--- config.mk ---
export PLATFORM = sky130hd
export DESIGN_NAME = multi_slot_timer_bank
export DESIGN_NICKNAME = d
export VERILOG_FILES = /design/src/rtl/core/mstb_pkg.sv /design/src/rtl/core/mstb_cell.sv /design/src/rtl/core/multi_slot_timer_bank.sv
export SDC_FILE = /design/constraint.sdc
export NUM_CORES = 2
export LEC_CHECK = 0
export BUFFER_PORTS_ARGS = -buffer_cell sky130_fd_sc_hd__buf_2
export CAP_MARGIN = 20
export CORE_ASPECT_RATIO = 0.9
export CORE_UTILIZATION = 50
export CTS_CLUSTER_DIAMETER = 60
export DETAILED_ROUTE_END_ITERATION = 7
export PLACE_DENSITY = 0.73
export SYNTH_ARGS = -nofsm -noshare
export SYNTH_HDL_FRONTEND = slang
export SYNTH_SLANG_ARGS = --single-unit
--- constraint.sdc ---
create_clock -name i_clk -period 9.55 [get_ports i_clk]
set_clock_uncertainty 0.2 [all_clocks]
set_input_delay 1.91 -clock i_clk [delete_from_list [all_inputs] [get_ports i_clk]]
set_output_delay 1.91 -clock i_clk [all_outputs]
set_load 0.005 [all_outputs]
--- src/rtl/core/mstb_pkg.sv ---
// package: types and constants for the multi-slot timer bank
`timescale 1ns / 1ps

package mstb_pkg;

    localparam int TIMER_SLOTS   = 16;
    localparam int OP_W          = 3;
    localparam int IDX_W         = 4;
    localparam int DELAY_W       = 20;
    localparam int EXP_IDX_W     = 5;
    localparam int WAIT_W        = 32;
    localparam int TIME_W        = 32;
    localparam int BEST_W        = TIME_W + 1;
    localparam int MAX_WAIT_W    = 8;

    localparam logic [MAX_WAIT_W-1:0] MAX_WAIT_RESET = MAX_WAIT_W'(100);
    localparam logic [EXP_IDX_W-1:0]  NO_SLOT        = EXP_IDX_W'(16);

    typedef enum logic [OP_W-1:0] {
        OP_TICK   = 3'd0,
        OP_ADD    = 3'd1,
        OP_CANCEL = 3'd2,
        OP_CHECK  = 3'd3,
        OP_NEXT   = 3'd4
    } t_opcode;

    // search token handed from cell to cell
    typedef struct packed {
        logic                        valid;
        logic                        is_check;
        logic                        found;
        logic [EXP_IDX_W-1:0]        found_idx;
        logic [EXP_IDX_W-1:0]        pos;
        logic signed [BEST_W-1:0]    best;
    } t_probe;

    // write controls from the command decode to one cell
    typedef struct packed {
        logic                        arm;
        logic                        disarm;
    } t_cell_ctl;

endpackage

--- src/rtl/core/mstb_cell.sv ---
// cell: one timer slot plus one stage of the search token chain
`timescale 1ns / 1ps

module mstb_cell (
    input  logic                           i_clk,
    input  logic                           i_rst_n,
    input  mstb_pkg::t_cell_ctl            i_ctl,
    input  logic [mstb_pkg::TIME_W-1:0]    i_expiry_wr,
    input  logic [mstb_pkg::TIME_W-1:0]    i_now,
    input  mstb_pkg::t_probe               i_probe,
    output mstb_pkg::t_probe               o_probe
);

    logic [mstb_pkg::TIME_W-1:0]          r_expiry;
    logic                                 r_armed;
    mstb_pkg::t_probe                     r_probe;
    mstb_pkg::t_probe                     n_probe;
    logic                                 due;
    logic                                 hit;
    logic signed [mstb_pkg::BEST_W-1:0]   rem;

    always_comb begin
        due = r_armed && (i_now >= r_expiry);
        rem = $signed({1'b0, r_expiry}) - $signed({1'b0, i_now});
        hit = i_probe.valid && i_probe.is_check && !i_probe.found && due;
        n_probe = i_probe;
        n_probe.pos = i_probe.pos + mstb_pkg::EXP_IDX_W'(1);
        if (hit) begin
            n_probe.found     = 1'b1;
            n_probe.found_idx = i_probe.pos;
        end
        if (i_probe.valid && !i_probe.is_check && r_armed && (rem < i_probe.best)) begin
            n_probe.best = rem;
        end
    end

    always_ff @(posedge i_clk) begin
        if (!i_rst_n) begin
            r_armed       <= 1'b0;
            r_probe.valid <= 1'b0;
        end else begin
            r_probe <= n_probe;
            if (i_ctl.arm) begin
                r_armed <= 1'b1;
            end else if (i_ctl.disarm || hit) begin
                r_armed <= 1'b0;
            end
        end
    end

    always_ff @(posedge i_clk) begin
        if (i_ctl.arm) begin
            r_expiry <= i_expiry_wr;
        end
    end

    assign o_probe = r_probe;

endmodule

--- src/rtl/core/multi_slot_timer_bank.sv ---
// top level: command decode, seconds counter, cell chain and result register
//
//   channel  | direction | handshake                   | payload
//   in       | in        | i_in_valid / o_in_stall     | opcode, timer_index, delay_seconds
//   out      | out       | o_out_valid / i_out_stall   | expired_index, wait_seconds
//   cfg      | in        | i_cfg_valid / o_cfg_ready   | max_wait
//
// tick, add and cancel finish in the cycle after the beat; their result goes through S_DONE
// to the output register. check and next send a token down the row of TIMER_SLOTS cells,
// one cell a cycle, each cell registering it; their result then goes through S_DONE too.
// one item is in flight at a time; the next beat is taken while a result waits on stall.
// synchronous active-low reset clears the counter, the armed bits and max_wait to 100.
`timescale 1ns / 1ps

module multi_slot_timer_bank (
    input  logic                                i_clk,
    input  logic                                i_rst_n,
    input  logic                                i_in_valid,
    output logic                                o_in_stall,
    input  logic [mstb_pkg::OP_W-1:0]           i_opcode,
    input  logic [mstb_pkg::IDX_W-1:0]          i_timer_index,
    input  logic [mstb_pkg::DELAY_W-1:0]        i_delay_seconds,
    output logic                                o_out_valid,
    input  logic                                i_out_stall,
    output logic [mstb_pkg::EXP_IDX_W-1:0]      o_expired_index,
    output logic signed [mstb_pkg::WAIT_W-1:0]  o_wait_seconds,
    input  logic                                i_cfg_valid,
    output logic                                o_cfg_ready,
    input  logic [mstb_pkg::MAX_WAIT_W-1:0]     i_cfg_data
);

    typedef enum logic [2:0] {
        S_IDLE = 3'b001,
        S_SCAN = 3'b010,
        S_DONE = 3'b100
    } t_state;

    localparam logic signed [mstb_pkg::BEST_W-1:0] SAT_MIN =
        -($signed({1'b0, 1'b1, {(mstb_pkg::WAIT_W-1){1'b0}}}));

    t_state                                  r_state;
    logic [mstb_pkg::MAX_WAIT_W-1:0]         r_max_wait;
    logic [mstb_pkg::TIME_W-1:0]             r_now;
    logic [mstb_pkg::EXP_IDX_W-1:0]          r_res_idx;
    logic signed [mstb_pkg::WAIT_W-1:0]      r_res_wait;
    logic                                    r_out_valid;
    logic [mstb_pkg::EXP_IDX_W-1:0]          r_out_idx;
    logic signed [mstb_pkg::WAIT_W-1:0]      r_out_wait;

    logic                                    in_beat;
    logic                                    out_free;
    logic                                    idx_ok;
    logic [mstb_pkg::TIME_W-1:0]             expiry_wr;
    mstb_pkg::t_cell_ctl                     cell_ctl [mstb_pkg::TIMER_SLOTS];
    mstb_pkg::t_probe                        chain    [mstb_pkg::TIMER_SLOTS+1];
    mstb_pkg::t_probe                        tail;
    logic signed [mstb_pkg::WAIT_W-1:0]      tail_wait;

    assign in_beat     = i_in_valid && !o_in_stall;
    assign o_in_stall  = (r_state != S_IDLE);
    assign out_free    = !r_out_valid || !i_out_stall;
    assign o_cfg_ready = 1'b1;
    assign idx_ok      = (32'(i_timer_index) < 32'(mstb_pkg::TIMER_SLOTS));
    assign expiry_wr   = r_now + mstb_pkg::TIME_W'(i_delay_seconds);

    always_comb begin
        for (int i = 0; i < mstb_pkg::TIMER_SLOTS; i++) begin
            cell_ctl[i].arm    = in_beat && idx_ok && (i_opcode == mstb_pkg::OP_ADD)
                                 && (32'(i_timer_index) == i);
            cell_ctl[i].disarm = in_beat && idx_ok && (i_opcode == mstb_pkg::OP_CANCEL)
                                 && (32'(i_timer_index) == i);
        end
    end

    always_comb begin
        chain[0].valid     = in_beat && ((i_opcode == mstb_pkg::OP_CHECK)
                                         || (i_opcode == mstb_pkg::OP_NEXT));
        chain[0].is_check  = (i_opcode == mstb_pkg::OP_CHECK);
        chain[0].found     = 1'b0;
        chain[0].found_idx = mstb_pkg::NO_SLOT;
        chain[0].pos       = '0;
        chain[0].best      = $signed({{(mstb_pkg::BEST_W-mstb_pkg::MAX_WAIT_W){1'b0}},
                                      r_max_wait});
    end

    for (genvar g = 0; g < mstb_pkg::TIMER_SLOTS; g++) begin : g_cell
        mstb_cell u_cell (
            .i_clk       (i_clk),
            .i_rst_n     (i_rst_n),
            .i_ctl       (cell_ctl[g]),
            .i_expiry_wr (expiry_wr),
            .i_now       (r_now),
            .i_probe     (chain[g]),
            .o_probe     (chain[g+1])
        );
    end

    assign tail = chain[mstb_pkg::TIMER_SLOTS];

    always_comb begin
        if (tail.best < SAT_MIN) begin
            tail_wait = SAT_MIN[mstb_pkg::WAIT_W-1:0];
        end else begin
            tail_wait = tail.best[mstb_pkg::WAIT_W-1:0];
        end
    end

    always_ff @(posedge i_clk) begin
        if (!i_rst_n) begin
            r_state     <= S_IDLE;
            r_max_wait  <= mstb_pkg::MAX_WAIT_RESET;
            r_now       <= '0;
            r_out_valid <= 1'b0;
        end else begin
            if (i_cfg_valid && o_cfg_ready) begin
                r_max_wait <= i_cfg_data;
            end
            if (r_state == S_DONE && out_free) begin
                r_out_valid <= 1'b1;
            end else if (r_out_valid && !i_out_stall) begin
                r_out_valid <= 1'b0;
            end
            case (r_state)
                S_IDLE: begin
                    if (in_beat) begin
                        if (i_opcode == mstb_pkg::OP_TICK) begin
                            r_now <= r_now + mstb_pkg::TIME_W'(1);
                        end
                        if (chain[0].valid) begin
                            r_state <= S_SCAN;
                        end else begin
                            r_state <= S_DONE;
                        end
                    end
                end
                S_SCAN: begin
                    if (tail.valid) begin
                        r_state <= S_DONE;
                    end
                end
                S_DONE: begin
                    if (out_free) begin
                        r_state <= S_IDLE;
                    end
                end
                default: begin
                    r_state <= S_IDLE;
                end
            endcase
        end
    end

    always_ff @(posedge i_clk) begin
        if (r_state == S_IDLE && in_beat) begin
            r_res_idx  <= mstb_pkg::NO_SLOT;
            r_res_wait <= '0;
        end else if (r_state == S_SCAN && tail.valid) begin
            if (tail.is_check) begin
                r_res_idx  <= tail.found ? tail.found_idx : mstb_pkg::NO_SLOT;
                r_res_wait <= '0;
            end else begin
                r_res_idx  <= mstb_pkg::NO_SLOT;
                r_res_wait <= tail_wait;
            end
        end
        if (r_state == S_DONE && out_free) begin
            r_out_idx  <= r_res_idx;
            r_out_wait <= r_res_wait;
        end
    end

    assign o_out_valid     = r_out_valid;
    assign o_expired_index = r_out_idx;
    assign o_wait_seconds  = r_out_wait;

endmodule

==> results.cfg <==
[clock_tree]
hold_buffers = 0
cts_inserted_buffers = 147
cts.reportedPaths.clkPinSlew_ns = 0.06
clkSinkCount = 1287
tritoncts_clock_tree = yes
cts_htree_levels = 4
cts_resized = 0
setup_repair_bufs_after_cts = 0
cts_buffer_depth = 3
cts.root.buffer_cell = clkbuf_16
clock_latency_ns = 0.79

[die]
num_ports = 80
dieHeight_um = 392.1
core_area_mm2 = 0.1672
dieArea_mm2 = 0.1707
chipWidth_um = 435.5
initial_core_util = 0.5057
row_count = 142

[worst_setup_path]
ff2ff_setup_slack_ns = 2.05
data_arrival_time_at_the_worst_slack_endpoint_ns = 7.83
crit_path_top_delay_cell = o32ai_1
timing_worst_setup_path_type = reg -> reg
reg2regPathDepth = 20
crit_start = r_now[1]$_SDFFE_PN0P_
crit-reg2reg-capture = g_cell[1].u_cell.o_probe[7]$_DFFE_PP_
critPathLaunchType = flop
crit-reg2reg-launch = r_now[1]$_SDFFE_PN0P_
cp-end-kind = flop
timing.critical_path.cells = inv_2 -> ha_1 -> nor2b_1 -> o21ai_0 -> a21boi_0 -> o21ai_1 -> a211oi_1 -> o32ai_1 -> o21ai_1 -> a221oi_2 -> o21bai_1 -> xor2_1 -> ha_1 -> a2111oi_0 -> o21ai_0 -> nor3_1 -> o211ai_1 -> a211oi_4 -> buf_4 -> mux2_2
critical_path.max_fanout = 28
end_point_of_the_critical_path = g_cell[1].u_cell.o_probe[7]$_DFFE_PP_
timing.critical_path.required_ns = 9.89
worst_path_largest_cell_delay_ns = 0.72

[logic_synthesis]
synth_cells = 7716
syn-cell-area_mm2 = 0.08455
synth.yosys.seq_area_share = 0.4437
synth.top_cell.area_share = 0.4170
synth_enable_flop_cells = 1174
postSynth.topFlopCell = edfxtp_1
yosys.area.top_type = edfxtp_1
synthTopCellsByArea = edfxtp_1 (42%), ha_1 (15%), mux2_2 (6.1%), xnor2_1 (3.5%), a21o_1 (3.4%)
ys.warnings.count = 0
async_reset_ff_frac = 0
synth-seq-cells = 1287
synthesis.nets = 8793
synthDistinctLibCells = 98
netlist_top_cells_count = edfxtp_1 (1174), ha_1 (1020), inv_1 (719), a21oi_1 (551), mux2_2 (458)
synthesis.area_per_instance_um2 = 10.96
post-synth-top-count-cell = edfxtp_1

[route]
drt-initial-drc-count = 4315
initial_drt_pass_iterations = 5
route.detailed.wl_per_inst_um = 23.59
dr_total_vias = 61515
drt-total-wl_um = 243000
avgViaCountPerCell = 5.972
antenna_violating_nets_post_route = 0
route.detailed.drc = 0

[place]
routabilityCongestion = 0.9701
place.detailed.hpwl_um = 189600
numPortBuffers = 78

[pwr]
max-vdd-ir-drop_mv = 0.1359
power_leakage_nw = 36.58
powerDensity_mw_per_mm2 = 137.5

[final_layout]
final_core_utilization = 0.5604
design.final.nets = 9007
area.growth.synth_to_final_pct = 10.82
layout-drive-gt1-share = 0.1253

[flow_run]
number_of_maximum_capacitance_violations = 0

[sta]
max_slew.worst_pin.slew_ns = 1.152
post-route-period-util = 0.7850
layout_min_cycle_time_ns = 7.497
timing.final.max_slew_violations = 0
timing_hold_violations_final = 0
max_clock_freq_mhz = 133.4
finalSetupTns_ns = 0
finalSetupViolCount = 0
slew_headroom = 0.2322
grt_setup_unrepaired = false

[grt]
first_global_vias = 62765
antenna_violations_before_repair = 23
grt_use_met1 = 0.3112
busiest_layer = met2
global_route.overflow_total = 0
global_route_met3_utilization = 0.03432
grt_pass1_wl_um = 363900
grt_max_degree = 160
gr-usage-all-layers = 0.2816
use_met2 = 0.5029

[hold_path]
worst_hold_path_type = reg -> reg

[outcome]
run_status = complete, no violations
==> worst max-delay path, delay by kind of cell, from the launching register on <==
kind / cells / cell delay [ns]
AO/OA/AOI/OAI: 12 / 4.15
buffers and inverters: 2 / 0.99
adder cells (fa/ha/maj): 2 / 0.57
multiplexers: 1 / 0.40
flip-flops: 1 / 0.35
AND/OR/NAND/NOR: 2 / 0.34
XOR/XNOR: 1 / 0.19
==> worst min-delay path by stage <==
stage / startpoint / to / slack (ns) / cells after the start
floorplan: r_res_idx[0]$_SDFFE_PP0P_ / o_expired_index[0]$_DFFE_PP_ / 0.21 / 0
global placement: r_res_wait[15]$_SDFFE_PP0P_ / o_wait_seconds[15]$_DFFE_PP_ / 0.21 / 0
detailed placement: r_res_wait[15]$_SDFFE_PP0P_ / o_wait_seconds[15]$_DFFE_PP_ / 0.22 / 0
CTS: r_res_wait[27]$_SDFFE_PP0P_ / o_wait_seconds[27]$_DFFE_PP_ / 0.23 / 0
global route: r_res_wait[27]$_SDFFE_PP0P_ / o_wait_seconds[27]$_DFFE_PP_ / 0.24 / 0
finish: r_res_wait[27]$_SDFFE_PP0P_ / o_wait_seconds[27]$_DFFE_PP_ / 0.23 / 0
==> layout by cell type, fill, tap and decap left out, types with 160 or more instances in the layout <==
cell type and count:
a21o_1 386, edfxtp_1 1174, inv_1 718, nand4_1 160, a21oi_1 550, ha_1 1020
nor2_1 381, mux2_2 458, nand2_1 321, o21ai_0 330, xnor2_1 318
==> per-stage QoR <==
step	instance area, µm²	power, mW	worst slack, ns	cells	hold slack, ns
2_1_floorplan	84550	6.877	3.096	7716	0.2081
3_3_place_gp	88560	7.154	1.259	10000	0.2149
3_5_place_dp	88660	7.181	2.100	10008	0.2214
4_1_cts	93580	12.96	2.021	10281	0.2280
5_1_grt	93690	13.27	1.615	10298	0.2384
6_report	93700	12.88	2.053	10301	0.2252
==> routing by layer <==
layer / part of all wire / wire, µm / up-vias
met1: 0.38 / 92960 / 29850
li1: - / - / 29209
met2: 0.49 / 119800 / 1814
met5: 0 / 0 / -
met4: 0.080 / 19390 / 0
met3: 0.044 / 10800 / 642
==> state kept, by name, indices dropped and copies added, names as in the netlist <==
signal,cells
r_max_wait,8
r_now,32
g_cell.u_cell.r_armed,16
o_wait_seconds,32
r_state,3
g_cell.u_cell.o_probe,641
g_cell.u_cell.r_expiry,512
r_res_wait,32
o_out_valid,1
o_expired_index,5
r_res_idx,5
==> layout make-up <==
type                            count  area (µm²)
Multi-Input combinational cell   5600       44480
Inverter                          719        2699
Clock buffer                      193        4066
Fill cell                       13915       73490
Timing Repair Buffer              175        1254
Clock inverter                     80       854.6
Sequential cell                  1287       37520
Antenna cell                       15       37.54
Tap cell                         2232        2793
==> power breakdown <==
group          switching [mW]  total (mW)  internal [mW]
Combinational           0.401       0.671          0.270
Sequential             0.0892        6.40           6.31
Clock                    2.39        5.81           3.42
==> cell families after synthesis <==
group,count (synthesis),share of synthesized area
AO/OA/AOI/OAI,1904,0.1468
AND/OR/NAND/NOR,1673,0.1010
flip-flops,1287,0.4437
adder cells (fa/ha/maj),1037,0.1550
buffers and inverters,829,0.03722
XOR/XNOR,501,0.05190
multiplexers,484,0.06432
other,1,0.00004435
Note: power is estimated with default switching activity, not from simulation.
